`config.mk`:
```
export PLATFORM = sky130hd
export DESIGN_NAME = text_line_splitter_width
export DESIGN_NICKNAME = d
export VERILOG_FILES = /design/src/rtl/tlsw_pkg.sv /design/src/rtl/tlsw_classify.sv /design/src/rtl/tlsw_scan.sv /design/src/rtl/text_line_splitter_width.sv
export VERILOG_INCLUDE_DIRS = /design/src /design/src/rtl
export SDC_FILE = /design/constraint.sdc
export NUM_CORES = 1
export LEC_CHECK = 0
export BUFFER_PORTS_ARGS = -buffer_cell sky130_fd_sc_hd__buf_4
export CAP_MARGIN = 30
export CORE_ASPECT_RATIO = 1.2
export CORE_MARGIN = 2
export CORE_UTILIZATION = 40
export CTS_BUF_LIST = sky130_fd_sc_hd__clkbuf_16
export DETAILED_ROUTE_END_ITERATION = 10
export PLACE_DENSITY = 0.58
export SKIP_LAST_GASP = 1
export SYNTH_ARGS = -nofsm -noshare
export SYNTH_HDL_FRONTEND = slang
export SYNTH_SLANG_ARGS = --single-unit
```
`constraint.sdc`:
```
create_clock -name clock -period 9.45 [get_ports clock]
set_input_delay 1.89 -clock clock [delete_from_list [all_inputs] [get_ports clock]]
set_output_delay 1.89 -clock clock [all_outputs]
set_load 0.1 [all_outputs]
```
`src/rtl/text_line_splitter_width_defines.svh`:
```
// ----------------------------------------------------------------------------
// Text line splitter assertion macros
// Shared helpers for the concurrent checks of the line splitter.
// ----------------------------------------------------------------------------
`ifndef TEXT_LINE_SPLITTER_WIDTH_DEFINES_SVH
`define TEXT_LINE_SPLITTER_WIDTH_DEFINES_SVH

// Same-cycle implication, disabled during reset.
`define TLSW_ASSERT_IMPL(label, clk, rst, ante, cons) \
   label: assert property (@(posedge clk) disable iff (rst) (ante) |-> (cons)) \
      else $error("tlsw same-cycle check failed");

// Next-cycle implication, disabled during reset.
`define TLSW_ASSERT_NEXT(label, clk, rst, ante, cons) \
   label: assert property (@(posedge clk) disable iff (rst) (ante) |=> (cons)) \
      else $error("tlsw next-cycle check failed");

`endif

```
`src/rtl/tlsw_pkg.sv`:
```
// ----------------------------------------------------------------------------
// tlsw_pkg
// Constants and shared types of the text line splitter.
// ----------------------------------------------------------------------------
`default_nettype none

package tlsw_pkg;

   localparam int OffsetBits = 24;
   localparam int OutOfsBits = 24;
   localparam int WidthBits  = 8;

   localparam logic [7:0] ByteEof = 8'h1A;
   localparam logic [7:0] ByteCr  = 8'h0D;
   localparam logic [7:0] ByteLf  = 8'h0A;
   localparam logic [7:0] ByteTab = 8'h09;

   localparam logic [WidthBits-1:0] WidthMax = 8'd255;
   localparam logic [WidthBits-1:0] TabWidth = 8'd8;

   // Bit n set: control byte n has no width.
   localparam logic [31:0] ZeroWidthSet = 32'hF8FC_C0FF;

   typedef struct packed {
      logic term;        // translated byte is CR, LF or ^Z
      logic tab;         // translated byte is a tab
      logic zero_width;  // style, swallowed or combining byte
      logic raw_cr;
      logic raw_lf;
      logic raw_eof;
   } tlsw_class_type;

endpackage

`default_nettype wire

```
`src/rtl/tlsw_classify.sv`:
```
// ----------------------------------------------------------------------------
// tlsw_classify
// Sorts one buffer byte into terminator, tab, zero-width or base class.
// ----------------------------------------------------------------------------
`default_nettype none

module tlsw_classify (
   input  wire logic [7:0]               raw_byte,
   input  wire logic [7:0]               translated_byte,
   output tlsw_pkg::tlsw_class_type      byte_class
);

   logic zero_width;

   always_comb begin
      case (translated_byte) inside
         [8'h00:8'h1F]: zero_width = tlsw_pkg::ZeroWidthSet[translated_byte[4:0]];
         8'hD1, [8'hD4:8'hDB], [8'hE7:8'hEE]: zero_width = 1'b1;
         default: zero_width = 1'b0;
      endcase
   end

   always_comb begin
      byte_class.term = (translated_byte == tlsw_pkg::ByteCr)
                     || (translated_byte == tlsw_pkg::ByteLf)
                     || (translated_byte == tlsw_pkg::ByteEof);
      byte_class.tab        = (translated_byte == tlsw_pkg::ByteTab);
      byte_class.zero_width = zero_width;
      byte_class.raw_cr     = (raw_byte == tlsw_pkg::ByteCr);
      byte_class.raw_lf     = (raw_byte == tlsw_pkg::ByteLf);
      byte_class.raw_eof    = (raw_byte == tlsw_pkg::ByteEof);
   end

endmodule

`default_nettype wire

```
`src/rtl/tlsw_scan.sv`:
```
// ----------------------------------------------------------------------------
// tlsw_scan
// Line state, width counting and the result register of the splitter.
// ----------------------------------------------------------------------------
`default_nettype none
`include "text_line_splitter_width_defines.svh"

module tlsw_scan #(
   parameter int OFFSET_BITS = tlsw_pkg::OffsetBits
) (
   input  wire logic                            clock,
   input  wire logic                            reset,
   input  wire logic                            item_valid,
   input  wire logic                            item_last,
   input  wire tlsw_pkg::tlsw_class_type        item_class,
   output logic                                 item_taken,
   output logic                                 rsp_valid,
   input  wire logic                            rsp_ready,
   output logic [tlsw_pkg::OutOfsBits-1:0]      rsp_line_offset,
   output logic [tlsw_pkg::OutOfsBits-1:0]      rsp_line_length,
   output logic [tlsw_pkg::WidthBits-1:0]       rsp_line_width,
   output logic [tlsw_pkg::WidthBits-1:0]       rsp_max_width,
   output logic                                 rsp_buffer_done
);

   localparam int WideBits = (OFFSET_BITS > tlsw_pkg::OutOfsBits) ?
                             OFFSET_BITS : tlsw_pkg::OutOfsBits;
   localparam int WB = tlsw_pkg::WidthBits;

   logic [OFFSET_BITS-1:0] pos_ff, pos_in, start_ff, start_in;
   logic [WB-1:0]          col_ff, col_in, widest_ff, widest_in;
   logic                   pcr_ff, pcr_in, stopped_ff, stopped_in, any_ff, any_in;

   logic                   rsp_valid_ff, rsp_valid_in;
   logic [tlsw_pkg::OutOfsBits-1:0] ofs_ff, ofs_in, len_ff, len_in;
   logic [WB-1:0]          lwidth_ff, lwidth_in, mwidth_ff, mwidth_in;
   logic                   done_ff, done_in;

   logic [OFFSET_BITS-1:0] pos_inc, rpt_end, rpt_len;
   logic [WideBits-1:0]    start_wide, len_wide;
   logic [WB:0]            col_sum;
   logic [WB-1:0]          col_upd, rpt_col, widest_new;
   logic                   swallow, emit, out_free;

   always_comb begin
      pos_inc = pos_ff + OFFSET_BITS'(1);
      swallow = pcr_ff && item_class.raw_lf;

      if (item_class.tab) begin
         col_sum = {1'b0, col_ff} + {1'b0, tlsw_pkg::TabWidth};
      end else if (item_class.zero_width) begin
         col_sum = {1'b0, col_ff};
      end else begin
         col_sum = {1'b0, col_ff} + (WB+1)'(1);
      end
      col_upd = col_sum[WB] ? tlsw_pkg::WidthMax : col_sum[WB-1:0];

      // A terminator reports the line before it; a plain last byte includes itself.
      rpt_col    = item_class.term ? col_ff : col_upd;
      rpt_end    = item_class.term ? pos_ff : pos_inc;
      rpt_len    = rpt_end - start_ff;
      widest_new = (rpt_col > widest_ff) ? rpt_col : widest_ff;

      emit = !stopped_ff && !swallow &&
             (item_class.term || (item_last && ((pos_inc != start_ff) || !any_ff)));

      out_free   = !rsp_valid_ff || rsp_ready;
      item_taken = item_valid && (!emit || out_free);

      start_wide = WideBits'(start_ff);
      len_wide   = WideBits'(rpt_len);
   end

   always_comb begin
      pos_in     = pos_ff;
      start_in   = start_ff;
      col_in     = col_ff;
      widest_in  = widest_ff;
      pcr_in     = pcr_ff;
      stopped_in = stopped_ff;
      any_in     = any_ff;
      if (item_taken) begin
         if (item_last) begin
            pos_in     = '0;
            start_in   = '0;
            col_in     = '0;
            widest_in  = '0;
            pcr_in     = 1'b0;
            stopped_in = 1'b0;
            any_in     = 1'b0;
         end else if (stopped_ff) begin
            // drop bytes after ^Z
         end else if (swallow) begin
            pcr_in   = 1'b0;
            pos_in   = pos_inc;
            start_in = pos_inc;
         end else if (item_class.term) begin
            widest_in = widest_new;
            any_in    = 1'b1;
            if (item_class.raw_eof) begin
               stopped_in = 1'b1;
               pcr_in     = 1'b0;
            end else begin
               col_in   = '0;
               pcr_in   = item_class.raw_cr;
               pos_in   = pos_inc;
               start_in = pos_inc;
            end
         end else begin
            pcr_in = 1'b0;
            col_in = col_upd;
            pos_in = pos_inc;
         end
      end
   end

   always_comb begin
      ofs_in    = ofs_ff;
      len_in    = len_ff;
      lwidth_in = lwidth_ff;
      mwidth_in = mwidth_ff;
      done_in   = done_ff;
      if (item_taken && emit) begin
         rsp_valid_in = 1'b1;
         ofs_in    = start_wide[tlsw_pkg::OutOfsBits-1:0];
         len_in    = len_wide[tlsw_pkg::OutOfsBits-1:0];
         lwidth_in = rpt_col;
         mwidth_in = widest_new;
         done_in   = item_class.term ? (item_class.raw_eof || item_last) : 1'b1;
      end else begin
         rsp_valid_in = rsp_valid_ff && !rsp_ready;
      end
   end

   always_ff @(posedge clock) begin
      if (reset) begin
         pos_ff       <= '0;
         start_ff     <= '0;
         col_ff       <= '0;
         widest_ff    <= '0;
         pcr_ff       <= 1'b0;
         stopped_ff   <= 1'b0;
         any_ff       <= 1'b0;
         rsp_valid_ff <= 1'b0;
      end else begin
         pos_ff       <= pos_in;
         start_ff     <= start_in;
         col_ff       <= col_in;
         widest_ff    <= widest_in;
         pcr_ff       <= pcr_in;
         stopped_ff   <= stopped_in;
         any_ff       <= any_in;
         rsp_valid_ff <= rsp_valid_in;
      end
   end

   always_ff @(posedge clock) begin
      ofs_ff    <= ofs_in;
      len_ff    <= len_in;
      lwidth_ff <= lwidth_in;
      mwidth_ff <= mwidth_in;
      done_ff   <= done_in;
   end

   assign rsp_valid       = rsp_valid_ff;
   assign rsp_line_offset = ofs_ff;
   assign rsp_line_length = len_ff;
   assign rsp_line_width  = lwidth_ff;
   assign rsp_max_width   = mwidth_ff;
   assign rsp_buffer_done = done_ff;

   `TLSW_ASSERT_IMPL(a_no_cr_after_eof, clock, reset, stopped_ff, !pcr_ff)
   `TLSW_ASSERT_IMPL(a_width_within_max, clock, reset, rsp_valid_ff, lwidth_ff <= mwidth_ff)
   `TLSW_ASSERT_IMPL(a_widest_needs_line, clock, reset, !any_ff, widest_ff == '0)
   `TLSW_ASSERT_NEXT(a_last_clears, clock, reset, item_taken && item_last,
      (pos_ff == '0) && (start_ff == '0) && (col_ff == '0) && !any_ff)

endmodule

`default_nettype wire

```
`src/rtl/text_line_splitter_width.sv`:
```
// ----------------------------------------------------------------------------
// text_line_splitter_width
// Splits a streamed text buffer into lines with offset, length and width.
// ----------------------------------------------------------------------------
// Usage:
//   Input beats (req_) carry one buffer byte each, raw and translated, with
//   req_last_byte marking the final byte. Result beats (rsp_) carry one line:
//   start offset, length without terminator, visible width, running maximum
//   width and a buffer-done flag. CR, LF and CRLF end a line; ^Z ends the
//   buffer and later bytes up to the last one are dropped.
//   From input beat to result beat a byte passes one input register and one
//   result register, with the line state updated as a byte leaves the
//   input register. One byte per cycle is taken continuously while the
//   result side keeps up; a byte that yields no line passes even while a
//   result is waiting.
//   When the receiver stalls, the result register holds its beat and the
//   next line-producing byte waits in the input register, so req_ready falls
//   only when both are full.
//   Synchronous reset clears the line state and empties both registers; the
//   state also returns to zero after every last byte.
// ----------------------------------------------------------------------------
`default_nettype none

module text_line_splitter_width #(
   parameter int OFFSET_BITS = tlsw_pkg::OffsetBits
) (
   input  wire logic                            clock,
   input  wire logic                            reset,
   input  wire logic                            req_valid,
   output logic                                 req_ready,
   input  wire logic [7:0]                      req_raw_byte,
   input  wire logic [7:0]                      req_translated_byte,
   input  wire logic                            req_last_byte,
   output logic                                 rsp_valid,
   input  wire logic                            rsp_ready,
   output logic [tlsw_pkg::OutOfsBits-1:0]      rsp_line_offset,
   output logic [tlsw_pkg::OutOfsBits-1:0]      rsp_line_length,
   output logic [tlsw_pkg::WidthBits-1:0]       rsp_line_width,
   output logic [tlsw_pkg::WidthBits-1:0]       rsp_max_width,
   output logic                                 rsp_buffer_done
);

   logic        hold_valid_ff, hold_valid_in;
   logic [7:0]  raw_ff, raw_in, xlat_ff, xlat_in;
   logic        last_ff, last_in;
   logic        item_taken;
   tlsw_pkg::tlsw_class_type byte_class;

   always_comb begin
      req_ready = !hold_valid_ff || item_taken;
      raw_in    = raw_ff;
      xlat_in   = xlat_ff;
      last_in   = last_ff;
      if (req_valid && req_ready) begin
         hold_valid_in = 1'b1;
         raw_in  = req_raw_byte;
         xlat_in = req_translated_byte;
         last_in = req_last_byte;
      end else begin
         hold_valid_in = hold_valid_ff && !item_taken;
      end
   end

   always_ff @(posedge clock) begin
      if (reset) begin
         hold_valid_ff <= 1'b0;
      end else begin
         hold_valid_ff <= hold_valid_in;
      end
   end

   always_ff @(posedge clock) begin
      raw_ff  <= raw_in;
      xlat_ff <= xlat_in;
      last_ff <= last_in;
   end

   tlsw_classify u_classify (
      .raw_byte        (raw_ff),
      .translated_byte (xlat_ff),
      .byte_class      (byte_class)
   );

   tlsw_scan #(
      .OFFSET_BITS (OFFSET_BITS)
   ) u_scan (
      .clock           (clock),
      .reset           (reset),
      .item_valid      (hold_valid_ff),
      .item_last       (last_ff),
      .item_class      (byte_class),
      .item_taken      (item_taken),
      .rsp_valid       (rsp_valid),
      .rsp_ready       (rsp_ready),
      .rsp_line_offset (rsp_line_offset),
      .rsp_line_length (rsp_line_length),
      .rsp_line_width  (rsp_line_width),
      .rsp_max_width   (rsp_max_width),
      .rsp_buffer_done (rsp_buffer_done)
   );

endmodule

`default_nettype wire

```
==> results.sh <==
export IMPL_dieArea_sq_um=25200
export IMPL_n_antenna_cell=0
export IMPL_rr_worst_depth=11
export IMPL_rsz0062_at_grt="false"
export IMPL_dieHeight_um=173
export IMPL_htree_levels=4
export IMPL_criticalPathCategory="flip-flop to primary output"
export IMPL_worst_slew_pin_slew_ps=1000
export IMPL_fin_nets=1142
export IMPL_layoutNonFillerInstCount=1414
export IMPL_post_route_util_pct=47.0
export IMPL_ctsResizeCount=0
export IMPL_yosysTopAreaCell="edfxtp_1"
export IMPL_area_delta_synth_final_pct=14.9
export IMPL_r2r_start="u_scan.pos_ff[0]"
export IMPL_critPathLaunch="u_scan.pos_ff[0]"
export IMPL_postRouteAntennaNets=0
export IMPL_cp_data_required_time_ps=7560
export IMPL_yosys_top_cells_area="edfxtp_1 26%, dfxtp_1 15%, xnor2_1 6.3%, ha_1 4.5%, nand2_1 3.4%"
export IMPL_die_w_um=145
export IMPL_slew_headroom_pct=33.2
export IMPL_drt_initial_drc_count=569
export IMPL_async_reset_ff_share_pct=0
export IMPL_syn_cell_area_sq_um=9560
export IMPL_grt_pass1_wl_um=42300
export IMPL_r2r_end="u_scan.start_ff[20]"
export IMPL_drc=0
export IMPL_hold_viol=0
export IMPL_path_clk_slew_ps=60
export IMPL_gp_congestion=0.914
export IMPL_layout_min_cycle_time_ps=6120
export IMPL_skew_ps=13.7
export IMPL_fmax_mhz=163
export IMPL_cts_tree="built"
export IMPL_powerDensity_nw_per_um2=138
export IMPL_cts_setup_buffers=0
export IMPL_routedWlPerCell_um=19.2
export IMPL_io_buffers=87
export IMPL_finalSetupViolations=0
export IMPL_synth_seq_cells=152
export IMPL_crit_path_end_kind="primary output"
export IMPL_first_global_vias=7668
export IMPL_via_count=8160
export IMPL_clockBufferDepth=2
export IMPL_vias_per_cell=5.77
export IMPL_power_mw=1.52
export IMPL_dp_cells=1382
export IMPL_wl_um=27200
export IMPL_overflow=0
export IMPL_grt_use_total_pct=21.2
export IMPL_netlist_area_leader_share_pct=25.8
export IMPL_synth_edf_count=82
export IMPL_hold_class="flip-flop to flip-flop"
export IMPL_top_level_ports=88
export IMPL_setup_tns_ps=0
export IMPL_synthCells=1032
export IMPL_syn_num_nets=1088
export IMPL_drive_gt1_share_pct=16.7
export IMPL_finalCritPeriodShare_pct=64.8
export IMPL_ctsHoldBuffers=0
export IMPL_cts_root_buf="clkbuf_16"
export IMPL_synth_yosys_seq_area_share_pct=40.4
export IMPL_rows=61
export IMPL_grt_max_degree=39
export IMPL_dr_pass1_iters=5
export IMPL_coreArea_sq_um=23400
export IMPL_dpl_hpwl_um=19100
export IMPL_start_kind="flip-flop"
export IMPL_crit_end="req_ready"
export IMPL_status="completed"
export IMPL_clk_latency_ps=440
export IMPL_drv_slew=0
export IMPL_hold_ws_ps=468
export IMPL_antenna_found_initial=0
export IMPL_numCtsBuffers=17
export IMPL_synth_area_per_cell_sq_um=9.26
export IMPL_maxCapViolations=0
export IMPL_cts_sinks=152
export IMPL_synth_cell_types=79
export IMPL_p_leak_nw=4.08
export IMPL_cp_arrival_ps=4230
export IMPL_synth_yosys_warnings=0
export IMPL_critical_path_max_fanout=10
export IMPL_initial_core_util_pct=40.9
export IMPL_ir_drop_mv=0.124
export IMPL_ys_flop_type="edfxtp_1"
export IMPL_ff2ff_setup_slack_ps=4200
[registers in the layout, indices dropped and copies added (netlist names), named ones only]
signal	count
u_scan.rsp_line_width	8
u_scan.rsp_line_length	24
u_scan.stopped_ff	1
u_scan.rsp_max_width	8
u_scan.col_ff	8
xlat_ff	8
u_scan.start_ff	24
u_scan.widest_ff	8
u_scan.rsp_valid	1
u_scan.rsp_buffer_done	1
hold_valid_ff	1
u_scan.pos_ff	24
last_ff	1
u_scan.pcr_ff	1
u_scan.rsp_line_offset	24
u_scan.any_ff	1
raw_ff	8
[Yosys cell counts, types with 4 or more instances]
master and count:
o211ai_1 27, nand4_1 18, dfxtp_1 70, nor2b_1 7
mux2i_1 9, and3_1 12, nand3_1 49, nand2b_1 9
o21ai_0 49, nor4_1 48, buf_1 7, nand2_1 86
a21o_1 10, xnor2_1 69, inv_1 63, a21oi_1 31
buf_2 10, or3_1 5, a22o_1 8, a211oi_1 5
nor2_1 76, a32o_1 6, xor2_1 12, mux2_2 14
a31o_2 20, a211o_1 4, o2111ai_1 5, nor3_1 25
nor3b_1 4, ha_1 34, a31oi_1 8, o21a_1 11
edfxtp_1 82, and2_1 5, and4_1 16, clkbuf_1 40
or4_1 4
[per-stage QoR]
step	worst slack [ps]	cell area (sq um)
after floorplan	1580	9560
after global placement	3960	10400
after detailed placement	3850	10400
after CTS	3360	11000
after global routing	3010	11000
final	3330	11000
[where the power goes]
group | switching (mW) | internal, mW | total (mW)
clock network | 0.292 | 0.363 | 0.655
registers | 0.0107 | 0.709 | 0.720
logic | 0.107 | 0.0369 | 0.144
total | 0.410 | 1.11 | 1.52
[kinds of logic (layout without fill, tap and decap cells)]
group / after synthesis / in the layout / share of synthesized area [%]
AND/OR/NAND/NOR: 387 / 387 / 21.8
AO/OA/AOI/OAI: 221 / 221 / 16.6
flip-flops: 152 / 152 / 40.4
buffers and inverters: 128 / 195 / 5.47
XOR/XNOR: 85 / 85 / 8.38
adder cells (fa/ha/maj): 35 / 35 / 4.66
multiplexers: 24 / 24 / 2.75
[layout make-up]
type	count	area [sq um]
Clock buffer	17	425
Tap cell	315	394
Multi-Input combinational cell	752	5190
Sequential cell	152	3860
Timing Repair Buffer	97	728
Inverter	66	248
Clock inverter	15	129
Fill cell	2309	12400
[critical path, cell delays in order, from the launching register on]
cell and delay [ps]:
dfxtp_1 540, ha_1 420, nand2_1 210, nor4_1 560, xnor2_1 200, xnor2_1 180, or4b_2 690, nand4bb_1 240
nor2_1 280, nor2_1 120, inv_1 80, buf_4 290
[routing by layer]
layer / part of all wire, % / track usage (%)
met1: 43 / 26.0
met2: 50 / 37.7
met5: 0 / 0
met4: 2.9 / 8.58
met3: 3.9 / 2.63
[how the worst min path moves through the flow]
stage	from	to	slack [ps]	cells after the start
2_1_floorplan	u_scan.start_ff[12]	u_scan.rsp_line_offset[12]	430	0
3_3_place_gp	u_scan.start_ff[15]	u_scan.rsp_line_offset[15]	460	0
3_5_place_dp	u_scan.start_ff[15]	u_scan.rsp_line_offset[15]	460	0
4_1_cts	u_scan.start_ff[15]	u_scan.rsp_line_offset[15]	470	0
5_1_grt	u_scan.start_ff[12]	u_scan.rsp_line_offset[12]	500	0
6_report	u_scan.start_ff[15]	u_scan.rsp_line_offset[15]	470	0
[layout by cell type (no fill, tap or decap), drive strengths merged, types with 6 or more instances in the layout]
cell type   n
buf        97
nand2      87
edfxtp     82
nor2       76
dfxtp      70
inv        70
xnor2      69
nor4       53
nand3      50
o21ai      49
ha         34
a21oi      31
o211ai     27
nor3       25
nand4      21
a31o       20
clkbuf     17
and4       16
mux2       15
and3       12
xor2       12
o21a       11
a21o       10
nand2b      9
mux2i       9
a31oi       8
a22o        8
nor2b       7
a32o        6
clkinv      6
(Power assumes the default switching activity.)
